**src/hw/rtl/gtp_pkg.sv**
```systemverilog
// ----------------------------------------------------------------------------
// gtp_pkg
// shared types and constants for the glyph tile placement block
// ----------------------------------------------------------------------------
package gtp_pkg;

	localparam int SCREEN_W_DEF = 240;
	localparam int SCREEN_H_DEF = 160;
	localparam int QUEUE_DEPTH  = 2;

	localparam logic [7:0] CODE_RIGHT_QUOTE = 8'd146;
	localparam logic [7:0] CODE_APOSTROPHE  = 8'd39;
	localparam logic [7:0] CODE_UNDERSCORE  = 8'd95;
	localparam logic [7:0] CODE_SPACE       = 8'd32;
	localparam logic [7:0] CODE_LOWER_A     = 8'd97;
	localparam logic [7:0] CODE_LOWER_Z     = 8'd122;
	localparam logic [7:0] CASE_OFFSET      = 8'd32;
	localparam logic [4:0] NARROW_WIDTH     = 5'd8;

	typedef enum logic [1:0] {
		REG_VRAM_BASE  = 2'd0,
		REG_GLYPH_BASE = 2'd1,
		REG_ROW_STRIDE = 2'd2,
		REG_HALF_LINE  = 2'd3
	} cfg_reg_t;

	typedef enum logic [1:0] {
		CMD_UPPER_LEFT  = 2'd0,
		CMD_LOWER_LEFT  = 2'd1,
		CMD_UPPER_RIGHT = 2'd2,
		CMD_LOWER_RIGHT = 2'd3
	} cmd_t;

	typedef struct packed {
		logic              half;
		logic              wide;
		logic signed [8:0] col;
		logic [2:0]        sub;
		logic [12:0]       row_prod;
		logic [7:0]        idx;
	} entry_t;

	typedef struct packed {
		cmd_t step;
		logic pop;
	} back_status_t;

endpackage

```
**src/hw/rtl/gtp_front.sv**
```systemverilog
// ----------------------------------------------------------------------------
// gtp_front
// clips and normalises a placement and builds the queue entry for it
// ----------------------------------------------------------------------------
module gtp_front #(
	parameter int SCREEN_W = gtp_pkg::SCREEN_W_DEF,
	parameter int SCREEN_H = gtp_pkg::SCREEN_H_DEF
) (
	input  logic               accept,
	input  logic [7:0]         char_code,
	input  logic signed [10:0] x_pos,
	input  logic signed [10:0] y_pos,
	input  logic [4:0]         glyph_width,
	input  logic [5:0]         row_stride,
	input  logic               half_line_mode,
	output logic               push,
	output gtp_pkg::entry_t    entry
);

	localparam logic signed [12:0] X_MAX = 13'(SCREEN_W - 1);
	localparam logic signed [12:0] Y_MAX = 13'(SCREEN_H - 1);
	localparam logic signed [12:0] X_MIN = -13'sd16;

	logic signed [12:0] x_ext;
	logic signed [12:0] y_ext;
	logic               clipped;
	logic [7:0]         ch_q1;
	logic [7:0]         ch_norm;
	logic               skipped;
	logic signed [11:0] x_even;
	logic signed [12:0] right_edge;
	logic               off_left;

	assign x_ext   = 13'(x_pos);
	assign y_ext   = 13'(y_pos);
	assign clipped = (x_ext > X_MAX) || (y_ext > Y_MAX) || (y_ext < 13'sd0) ||
		(x_ext <= X_MIN);

	assign ch_q1   = (char_code == gtp_pkg::CODE_RIGHT_QUOTE) ?
		gtp_pkg::CODE_APOSTROPHE : char_code;
	assign ch_norm = (ch_q1 inside {[gtp_pkg::CODE_LOWER_A:gtp_pkg::CODE_LOWER_Z]}) ?
		ch_q1 - gtp_pkg::CASE_OFFSET : ch_q1;
	assign skipped = (ch_norm == gtp_pkg::CODE_UNDERSCORE) ||
		(ch_norm < gtp_pkg::CODE_SPACE);

	// round an odd column up to even
	assign x_even     = 12'(x_pos) + 12'(x_pos[0]);
	assign right_edge = 13'(x_even) + $signed({8'd0, glyph_width});
	assign off_left   = right_edge <= 13'sd0;

	assign push = accept && !clipped && !skipped && !off_left;

	always_comb begin
		entry.half     = half_line_mode;
		entry.wide     = glyph_width > gtp_pkg::NARROW_WIDTH;
		entry.col      = x_even[11:3];
		entry.sub      = x_even[2:0];
		entry.row_prod = 13'(y_pos[9:3]) * 13'(row_stride);
		entry.idx      = ch_norm - gtp_pkg::CODE_SPACE;
	end

endmodule

```
**src/hw/rtl/gtp_queue.sv**
```systemverilog
// ----------------------------------------------------------------------------
// gtp_queue
// short fifo between the classifying front and the command back end
// ----------------------------------------------------------------------------
module gtp_queue #(
	parameter int DEPTH = gtp_pkg::QUEUE_DEPTH
) (
	input  logic            clk,
	input  logic            arst_n,
	input  logic            push,
	input  gtp_pkg::entry_t wr_entry,
	input  logic            pop,
	output logic            full,
	output logic            not_empty,
	output gtp_pkg::entry_t head
);

	localparam int PTR_W = (DEPTH > 1) ? $clog2(DEPTH) : 1;
	localparam int CNT_W = $clog2(DEPTH + 1);

	gtp_pkg::entry_t  mem_q [DEPTH];
	logic [PTR_W-1:0] wr_ptr_q;
	logic [PTR_W-1:0] rd_ptr_q;
	logic [CNT_W-1:0] count_q;

	function automatic logic [PTR_W-1:0] next_ptr(input logic [PTR_W-1:0] p);
		logic [PTR_W-1:0] n;
		n = (p == PTR_W'(DEPTH - 1)) ? '0 : p + 1'b1;
		return n;
	endfunction

	assign full      = count_q == CNT_W'(DEPTH);
	assign not_empty = count_q != '0;
	assign head      = mem_q[rd_ptr_q];

	always_ff @(posedge clk) begin
		if (push) begin
			mem_q[wr_ptr_q] <= wr_entry;
		end
	end

	always_ff @(posedge clk or negedge arst_n) begin
		if (!arst_n) begin
			wr_ptr_q <= '0;
			rd_ptr_q <= '0;
			count_q  <= '0;
		end else begin
			if (push) begin
				wr_ptr_q <= next_ptr(wr_ptr_q);
			end
			if (pop) begin
				rd_ptr_q <= next_ptr(rd_ptr_q);
			end
			if (push && !pop) begin
				count_q <= count_q + 1'b1;
			end else if (pop && !push) begin
				count_q <= count_q - 1'b1;
			end
		end
	end

endmodule

```
**src/hw/rtl/gtp_back.sv**
```systemverilog
// ----------------------------------------------------------------------------
// gtp_back
// steps through the tile commands of the head entry into the output register
// ----------------------------------------------------------------------------
module gtp_back (
	input  logic                  clk,
	input  logic                  arst_n,
	input  logic                  q_valid,
	input  gtp_pkg::entry_t       head,
	input  logic [31:0]           vram_base,
	input  logic [31:0]           glyph_base,
	input  logic [5:0]            row_stride,
	input  logic                  out_stall,
	output logic                  out_valid,
	output logic [31:0]           dest_addr,
	output logic [2:0]            sub_x,
	output logic [31:0]           src_addr,
	output logic [4:0]            tile_col,
	output logic                  last,
	output gtp_pkg::back_status_t status
);

	gtp_pkg::cmd_t      step_q;
	logic               valid_q;
	logic               advance;
	logic               right;
	logic               lower;
	logic               is_last;
	logic signed [8:0]  col_c;
	logic signed [14:0] tile_off;
	logic [31:0]        dest_c;
	logic [31:0]        src_c;

	assign right = step_q[1];
	assign lower = step_q[0];

	assign advance = q_valid && (!valid_q || !out_stall);

	always_comb begin
		if (head.half) begin
			is_last = 1'b1;
		end else if (head.wide) begin
			is_last = step_q == gtp_pkg::CMD_LOWER_RIGHT;
		end else begin
			is_last = step_q == gtp_pkg::CMD_LOWER_LEFT;
		end
	end

	// tile offset in units of one 64-byte tile
	assign col_c    = head.col + 9'(right);
	assign tile_off = 15'(col_c) + $signed({2'b00, head.row_prod}) +
		$signed({9'd0, (lower ? row_stride : 6'd0)});
	assign dest_c   = vram_base + {{11{tile_off[14]}}, tile_off, 6'd0};
	assign src_c    = head.half ? glyph_base + {18'd0, head.idx, 6'd0} :
		glyph_base + {16'd0, head.idx, lower, right, 6'd0};

	always_ff @(posedge clk or negedge arst_n) begin
		if (!arst_n) begin
			step_q  <= gtp_pkg::CMD_UPPER_LEFT;
			valid_q <= 1'b0;
		end else begin
			if (advance) begin
				step_q  <= is_last ? gtp_pkg::CMD_UPPER_LEFT : gtp_pkg::cmd_t'(step_q + 2'd1);
				valid_q <= 1'b1;
			end else if (!out_stall) begin
				valid_q <= 1'b0;
			end
		end
	end

	always_ff @(posedge clk) begin
		if (advance) begin
			dest_addr <= dest_c;
			sub_x     <= head.sub;
			src_addr  <= src_c;
			tile_col  <= col_c[4:0];
			last      <= is_last;
		end
	end

	assign out_valid   = valid_q;
	assign status.step = step_q;
	assign status.pop  = advance && is_last;

endmodule

```
**src/hw/rtl/glyph_tile_placement.sv**
```systemverilog
// ----------------------------------------------------------------------------
// glyph_tile_placement
// turns one character placement into up to four tile blend commands
// ----------------------------------------------------------------------------
// path: the queue registers the entry, then the back end its first command
// throughput: one command per cycle from the back end while out_stall is low,
//   so a character gives 1 command (8x8), 2 (16x16 narrow) or 4 (16x16 wide)
// a two-entry queue lets the front accept while the back end is busy
// reset: asynchronous, control and config registers return to their reset values, queue empties
module glyph_tile_placement #(
	parameter int SCREEN_W = gtp_pkg::SCREEN_W_DEF,
	parameter int SCREEN_H = gtp_pkg::SCREEN_H_DEF
) (
	input  logic               clk,
	input  logic               arst_n,
	input  logic               cfg_we,
	input  logic [1:0]         cfg_idx,
	input  logic [31:0]        cfg_data,
	input  logic               in_valid,
	output logic               in_stall,
	input  logic [7:0]         char_code,
	input  logic signed [10:0] x_pos,
	input  logic signed [10:0] y_pos,
	input  logic [4:0]         glyph_width,
	output logic               out_valid,
	input  logic               out_stall,
	output logic [31:0]        dest_addr,
	output logic [2:0]         sub_x,
	output logic [31:0]        src_addr,
	output logic [4:0]         tile_col,
	output logic               last
);

	logic [31:0]           vram_base_q;
	logic [31:0]           glyph_base_q;
	logic [5:0]            row_stride_q;
	logic                  half_line_q;
	logic                  push;
	gtp_pkg::entry_t       wr_entry;
	gtp_pkg::entry_t       head;
	logic                  q_full;
	logic                  q_valid;
	gtp_pkg::back_status_t status;

	always_ff @(posedge clk or negedge arst_n) begin
		if (!arst_n) begin
			vram_base_q  <= 32'd0;
			glyph_base_q <= 32'd0;
			row_stride_q <= 6'd32;
			half_line_q  <= 1'b0;
		end else if (cfg_we) begin
			case (gtp_pkg::cfg_reg_t'(cfg_idx))
				gtp_pkg::REG_VRAM_BASE:  vram_base_q  <= cfg_data;
				gtp_pkg::REG_GLYPH_BASE: glyph_base_q <= cfg_data;
				gtp_pkg::REG_ROW_STRIDE: row_stride_q <= cfg_data[5:0];
				gtp_pkg::REG_HALF_LINE:  half_line_q  <= cfg_data[0];
				default: ;
			endcase
		end
	end

	assign in_stall = q_full;

	gtp_front #(
		.SCREEN_W(SCREEN_W),
		.SCREEN_H(SCREEN_H)
	) u_front (
		.accept        (in_valid && !in_stall),
		.char_code     (char_code),
		.x_pos         (x_pos),
		.y_pos         (y_pos),
		.glyph_width   (glyph_width),
		.row_stride    (row_stride_q),
		.half_line_mode(half_line_q),
		.push          (push),
		.entry         (wr_entry)
	);

	gtp_queue #(
		.DEPTH(gtp_pkg::QUEUE_DEPTH)
	) u_queue (
		.clk      (clk),
		.arst_n   (arst_n),
		.push     (push),
		.wr_entry (wr_entry),
		.pop      (status.pop),
		.full     (q_full),
		.not_empty(q_valid),
		.head     (head)
	);

	gtp_back u_back (
		.clk       (clk),
		.arst_n    (arst_n),
		.q_valid   (q_valid),
		.head      (head),
		.vram_base (vram_base_q),
		.glyph_base(glyph_base_q),
		.row_stride(row_stride_q),
		.out_stall (out_stall),
		.out_valid (out_valid),
		.dest_addr (dest_addr),
		.sub_x     (sub_x),
		.src_addr  (src_addr),
		.tile_col  (tile_col),
		.last      (last),
		.status    (status)
	);

`ifndef ASSERT_OFF
	a_pop_needs_entry: assert property (@(posedge clk) disable iff (!arst_n)
		status.pop |-> q_valid)
		else $error("queue popped while empty");

	a_step_mid_item: assert property (@(posedge clk) disable iff (!arst_n)
		(status.step != gtp_pkg::CMD_UPPER_LEFT) |-> (q_valid && !head.half))
		else $error("command step advanced without a 16x16 entry");

	a_full_has_entry: assert property (@(posedge clk) disable iff (!arst_n)
		q_full |-> q_valid)
		else $error("queue full but empty");

	a_right_only_wide: assert property (@(posedge clk) disable iff (!arst_n)
		(q_valid && status.step[1]) |-> head.wide)
		else $error("right tile command for narrow glyph");
`endif

endmodule
```
**config.mk**
```make
export PLATFORM = sky130hd
export DESIGN_NAME = glyph_tile_placement
export DESIGN_NICKNAME = d
export VERILOG_FILES = /design/src/hw/rtl/gtp_pkg.sv /design/src/hw/rtl/gtp_front.sv /design/src/hw/rtl/gtp_queue.sv /design/src/hw/rtl/gtp_back.sv /design/src/hw/rtl/glyph_tile_placement.sv
export SDC_FILE = /design/constraint.sdc
export NUM_CORES = 1
export LEC_CHECK = 0
export BUFFER_PORTS_ARGS = -buffer_cell sky130_fd_sc_hd__buf_4
export CAP_MARGIN = 5
export CORE_MARGIN = 2
export CORE_UTILIZATION = 54
export DETAILED_ROUTE_END_ITERATION = 10
export PLACE_DENSITY_LB_ADDON = 0.1
export SLEW_MARGIN = 30
export SYNTH_ARGS = -nofsm -noshare
export SYNTH_HDL_FRONTEND = slang
export SYNTH_SLANG_ARGS = --single-unit
```
**constraint.sdc**
```tcl
create_clock -name clk -period 5.7 [get_ports clk]
set_clock_uncertainty 0.05 [all_clocks]
set_input_delay 0.57 -clock clk [delete_from_list [all_inputs] [get_ports clk]]
set_output_delay 0.57 -clock clk [all_outputs]
set_load 0.005 [all_outputs]
```
-- After elaboration in Yosys (flattened, before gate mapping)
Memory sizes are Yosys's and may differ from the RTL's.
Cells that the tools add are included.
- register bits: 151
- bits in writable memories: 70
- memories: 1
- memory list (memory ; depth ; width ; rd ports ; clocked after Yosys merged registers in ; wr ports ; line ; source):
    u_queue.mem_q ; 2 ; 35 ; 1 ; 0 ; 1 ; gtp_queue.sv:21 ; gtp_pkg::entry_t mem_q [DEPTH];
- add/sub/neg operators: 15
- $mul: 1
- $lt $le $gt $ge: 9
- equality and inequality tests: 9
- muxes and demuxes: 15
- reduce and logical (&&, ||, !) cells: 29
- operators by type and width (cell ; number):
    32-bit by 14-bit adder with 32-bit output ; 1
    32-bit by 16-bit adder with 32-bit output ; 1
    32-bit adder ; 1
    32-bit 2-to-1 mux ; 1
    11-bit by 9-bit greater-than comparator with 1-bit output, second input constant ; 2
    8-bit 2-to-1 mux ; 2
    8-bit by 6-bit subtractor with 8-bit output, second input constant ; 2
    15-bit by 7-bit adder with 15-bit output ; 1
    9-bit by 14-bit adder with 15-bit output ; 1
    12-bit by 6-bit adder with 13-bit output ; 1
    13-bit by 1-bit less-or-equal comparator with 1-bit output, second input constant ; 1
    7-bit by 6-bit multiplier with 13-bit output ; 1
    11-bit by 2-bit adder with 12-bit output ; 1
    11-bit by 5-bit less-or-equal comparator with 1-bit output, second input constant ; 1
    11-bit by 1-bit < comparator with 1-bit output, second input constant ; 1
    9-bit by 1-bit adder with 9-bit output ; 1
    1-bit logical AND ; 9
    2-bit == test, second input constant ; 4
    8-bit by 7-bit == test with 1-bit output, second input constant ; 1
    8-bit == test, second input constant ; 1
    8-bit by 7-bit >= comparator with 1-bit output, second input constant ; 1
    8-bit by 7-bit less-or-equal comparator with 1-bit output, second input constant ; 1
    1-bit zero test ; 8
    8-bit by 6-bit < comparator with 1-bit output, second input constant ; 1
    other kinds (13) ; 33

-- Depth between registers and ports, before layout
- word-level depth: 14
- mapped depth: 28

-- Modules after synthesis
From an unflattened synthesis, not the netlist that was laid out.
- cell total of the unflattened synthesis: 1038
- area total of the unflattened synthesis: 12948.7 um2
- modules (own cells, without submodules) (module ; times used ; cells an instance ; area each (um2) ; sequential area each (um2)):
    gtp_back ; 1 ; 477 ; 5301.3 ; 2267.2
    gtp_queue ; 1 ; 125 ; 2865.2 ; 2202.1
    glyph_tile_placement ; 1 ; 153 ; 2690.1 ; 1778.0
    gtp_front ; 1 ; 283 ; 2092.0 ; 0.0

-- Worst setup path after synthesis
No wires, ideal clock.
- path kind: register -> register
- from: register u_queue.rd_ptr_q
- to: register u_back.dest_addr[31], data pin
- data arrival time: 5.995 ns
- data required time: 5.374 ns
- setup slack: -0.621 ns
- cell stages (with the launch flop): 27
- path buffers: 3
- path through: dfrtp_1 -> buf_2 -> buf_2 -> buf_1 -> mux2_2 -> ha_1 -> ha_1 -> nand4_1 -> nand2_1 -> xor2_1 -> fa_1 -> inv_1 -> ha_1 -> o21ai_0 -> o21bai_1 -> a21oi_1 -> o211a_1 -> o311ai_1 -> nand3_1 -> ha_1 -> a21oi_1 -> nor2_1 -> a211o_2 -> nor4_1 -> and3_1 -> nor4_2 -> xor2_1
- longest elaborated chain between the ends: 5
- RTL lines (what ; line ; source):
    from (decl) ; gtp_queue.sv:23 ; logic [PTR_W-1:0] rd_ptr_q;
    from (signal assigned) ; gtp_queue.sv:52 ; rd_ptr_q <= next_ptr(rd_ptr_q);
    memory read 2 x 35 bit * ; n/a ;
    9-bit by 1-bit adder with 9-bit output ; gtp_back.sv:50 ; assign col_c = head.col + 9'(right);
    9-bit by 14-bit adder with 15-bit output * ; gtp_back.sv:51 ; assign tile_off = 15'(col_c) + $signed({2'b00, head.row_prod}) +
    15-bit by 7-bit adder with 15-bit output * ; gtp_back.sv:51 ;
    32-bit adder * ; gtp_back.sv:53 ; assign dest_c = vram_base + {{11{tile_off[14]}}, tile_off, 6'd0};
    via u_back.dest_c[31] ; gtp_back.sv:31 ; logic [31:0] dest_c;
    to (signal assigned) ; gtp_back.sv:73 ; dest_addr <= dest_c;
    to (decl) ; gtp_back.sv:15 ; output logic [31:0] dest_addr,
Mark *: on every way through the listed nets, which the timed path passes. The rest lies on a longest branch.
A chain may end at the register's enable or synchronous reset.

-- Worst setup path in the final report
- from: register u_queue.rd_ptr_q
- to: register u_back.dest_addr[29], data pin
The elaborated chain is that of the path after synthesis.

==> results by group <==
Outcome
  • Status: finished, final reports clean

Pwr
  • Pint: 5750 µW
  • Lkg Pwr: about 0.0065 µW
  • Pwr dens: 608 nW/µm²
  • Net Sw Power: 3580 µW
  • Clock group share of total power: 15.7%
  • Combinational power share: approximately 57%
  • Switching share of power: 38.4%
  • Seq pwr share: 27.7%
  • Worst VDD drop: 0.372 mV

Yosys
  • Synth Register Bits: 218
  • Avg Inst Size Synth: 12.0 µm²
  • Post-synthesis cell area: between 10,000 and 15,000 µm²
  • Sequential area share after synthesis: 48.3%
  • EDFF count, synth: between 100 and 150
  • Most used DFF post-synth: edfxtp_1
  • Mapped Cells: 1,065
  • Asr flop ratio synth: 35.8%
  • Syn nets: ~1,300
  • Yosys Warn Count: 0
  • Post-synthesis cell type count: 79

STA
  • Fin crit period: between 5 and 6 ns
  • Relative slew slack: around 45%
  • Slew Viols, Final: 0
  • Worst Max-Slew Pin Slew: 0.824 ns
  • Final hold vios: 0
  • Worst hold slack: around 0.24 ns
  • Slack of the critical path: slightly below 0.2 ns
  • Final cycle utilization of the critical path: 96.5%
  • Fmax: ~180 MHz
  • Final setup vio count: 0

Worst setup path
  • Max incr delay on CP: 0.54 ns
  • Slowest cell on crit path: fa_1
  • CP max FO: 3
  • Crit end category: flip-flop
  • Worst Path Buf+Inv: 1
  • CP Launch Type: flip-flop
  • Worst EP required: 5.89 ns
  • Top delay family on crit path: compound AO/OA/AOI/OAI gates
  • Critical path, cell by cell: mux2_4 -> ha_2 -> ha_4 -> nand4_1 -> nand2_1 -> xor2_1 -> fa_1 -> inv_1 -> ha_4 -> o21ai_0 -> o21bai_1 -> a21oi_2 -> o211a_1 -> or3_4 -> xnor2_4 -> ha_2 -> nand3_1 -> nand3_2 -> a2111o_1 -> a31o_4 -> o22a_4 -> a21oi_2 -> xnor2_1
  • Type of the worst setup path: flip-flop to flip-flop
  • Critical path data arrival time: 5.70 ns

Clocking
  • Num CTS Buffers: 23
  • Clock root buffer: clkbuf_16
  • Later-pin clock latency in the skew report: 0.50 ns
  • Clock slew at reported path FFs: roughly 0.06 ns
  • TritonCTS clock tree: built
  • Clk buf depth: 3
  • H-tree Lvls: 1
  • Sink count of the clock tree: 218

Placed design
  • Post-DP HPWL: 18,700 µm
  • Placer Congestion: 0.877
  • I/O Buffers: 144
  • Pre-CTS setup slack: -0.0344 ns

Die
  • Initial Utilization: 54.6%
  • DIE AREA: 24,900 µm²
  • Row count: 56
  • Top-level port count: about 150
  • DIE WIDTH: 158 µm
  • Die Y: 158 µm
  • Core area: ~23,000 µm²

Layout
  • Layout cells sized above 1: 28.0%
  • Area grow syn2layout: 20.5%
  • Most common cell after layout, fill and taps aside: buf_4
  • Most frequent cells in the layout: buf_4 (167), edfxtp_1 (140), mux2_2 (79)
  • Nets: about 1,400
  • ANT cells: 0

Routing
  • Post-Route WL: 25,100 µm
  • Initial DRC count: 430
  • Drt pass-1 iters: 6
  • Residual DRC count: 0
  • Vias after detailed routing: 8,425
  • Vias/cell: ~5.4
  • Post-route ant nets: 0
  • Post-DR wirelength/cell: 16.0 µm

Global route
  • Vias in the first global route: between 8,000 and 9,000
  • First-pass GRT wire length: 40,200 µm
  • Largest net degree at the start of global routing: 78
  • GRT overflow: 0
  • Initial antenna violation count: 0
  • GRT Resource Usage Total: 20.3%

Min path
  • Hold/Removal Path Class: input pin to flip-flop

Run
  • Max-cap violations: 0
## state kept, by name (all words and copies together), names as in the netlist
register and flops:
u_back.dest_addr 32, u_queue.mem_q 68, u_queue.wr_ptr_q 1, glyph_base_q 32, u_back.step_q 2, u_back.tile_col 5, vram_base_q 32, u_back.src_addr 32
u_queue.count_q 2, u_queue.rd_ptr_q 1, u_back.sub_x 2, u_back.out_valid 1, half_line_q 1, row_stride_q 6, u_back.last 1
## layout make-up
type	instances	area, µm²
Tap cell	319	399
Clock inverter	9	121
Inverter	69	259
Fill cell	1765	7970
Clock buffer	32	619
Sequential cell	218	6160
Timing Repair Buffer	171	1310
Multi-Input combinational cell	751	6500
## cell families after synthesis
kind of cell	count (synthesis)	synth area share, %
mux	107	9.19
buf+inv	96	2.95
flops	218	48.3
compound gates	186	9.90
simple gates	249	10.0
xor+xnor	91	6.31
fa+ha+maj	117	13.3
other cells	1	0.0294
## Yosys cell counts, types with 25 or more instances
cell | instances | area [µm²]
fa_1 | 31 | 621
and2_1 | 27 | 169
ha_1 | 86 | 1080
mux2i_1 | 27 | 270
mux2_2 | 80 | 901
nand2_1 | 55 | 206
edfxtp_1 | 140 | 4200
nand3_1 | 25 | 125
inv_1 | 68 | 255
nor2_1 | 59 | 221
xnor2_1 | 62 | 543
dfrtp_1 | 77 | 1930
a21oi_1 | 56 | 280
xor2_1 | 28 | 245
## stage by stage
step / instance area [µm²] / TNS (ns) / cells / total power [µW] / util, %
floorplan: 12900 / 0 / 1065 / 6140 / -
global placement: 14400 / 0 / 1518 / 7400 / 61.6
detailed placement: 14400 / -0.0516 / 1518 / 7540 / 61.6
CTS: 15200 / 0 / 1562 / 9080 / 64.9
global route: 15400 / -0.0715 / 1569 / 10100 / 65.9
finish: 15400 / 0 / 1569 / 9340 / 65.9
## what timing repair did
item / 4_1_cts / 5_1_grt
pin swaps: 2 / 16
buffers inserted: 2 / 7
gates cloned: 0 / 0
resized for setup: 1 / 35
hold endpoints to repair: 1 / 0
setup endpoints to repair: 4 / 12
hold buffers: 1 / 0
## worst paths after layout
path / start / end / slack, ns / cells after the start
min reg2reg: glyph_base_q[3]$_DFFE_PN0P_ / u_back.src_addr[3]$_DFFE_PP_ / 0.39 / 0
max in group asynchronous: arst_n / vram_base_q[26]$_DFFE_PN0P_ / 4.35 / 3
max: u_queue.rd_ptr_q$_DFFE_PN0P_ / u_back.dest_addr[29]$_DFFE_PP_ / 0.20 / 23
max reg2reg: u_queue.rd_ptr_q$_DFFE_PN0P_ / u_back.dest_addr[29]$_DFFE_PP_ / 0.20 / 23
min: out_stall / u_back.out_valid$_DFFE_PN0P_ / 0.24 / 3
min in group asynchronous: arst_n / u_queue.wr_ptr_q$_DFFE_PN0P_ / 0.37 / 2
## worst register-to-register path: stages, from the launching register on
cell	delay, ns
dfrtp_2	0.42
mux2_4	0.30
ha_2	0.20
ha_4	0.18
nand4_1	0.11
nand2_1	0.07
xor2_1	0.19
fa_1	0.54
inv_1	0.06
ha_4	0.28
o21ai_0	0.09
o21bai_1	0.18
a21oi_2	0.08
o211a_1	0.25
or3_4	0.43
xnor2_4	0.18
ha_2	0.30
nand3_1	0.12
nand3_2	0.08
a2111o_1	0.43
a31o_4	0.24
o22a_4	0.24
a21oi_2	0.14
xnor2_1	0.08
## metal layers
layer | up-vias | part of all wire, % | global-route usage [%]
li1 | 4208 | - | -
met1 | 4031 | 46 | 28.1
met2 | 155 | 48 | 34.5
met3 | 31 | 3.9 | 2.55
met4 | 0 | 1.5 | 4.07
met5 | - | 0 | 0
## power groups by stage
stage | Clock (µW) | Sequential, µW | Combinational (µW)
6_report | 1470 | 2590 | 5280
5_1_grt | 1560 | 2640 | 5860
4_1_cts | 1500 | 2590 | 4980
3_5_place_dp | 0 | 2620 | 4910
3_3_place_gp | 0 | 2620 | 4780
2_1_floorplan | 0 | 2590 | 3550
Note: power is estimated with default switching activity, not from simulation.
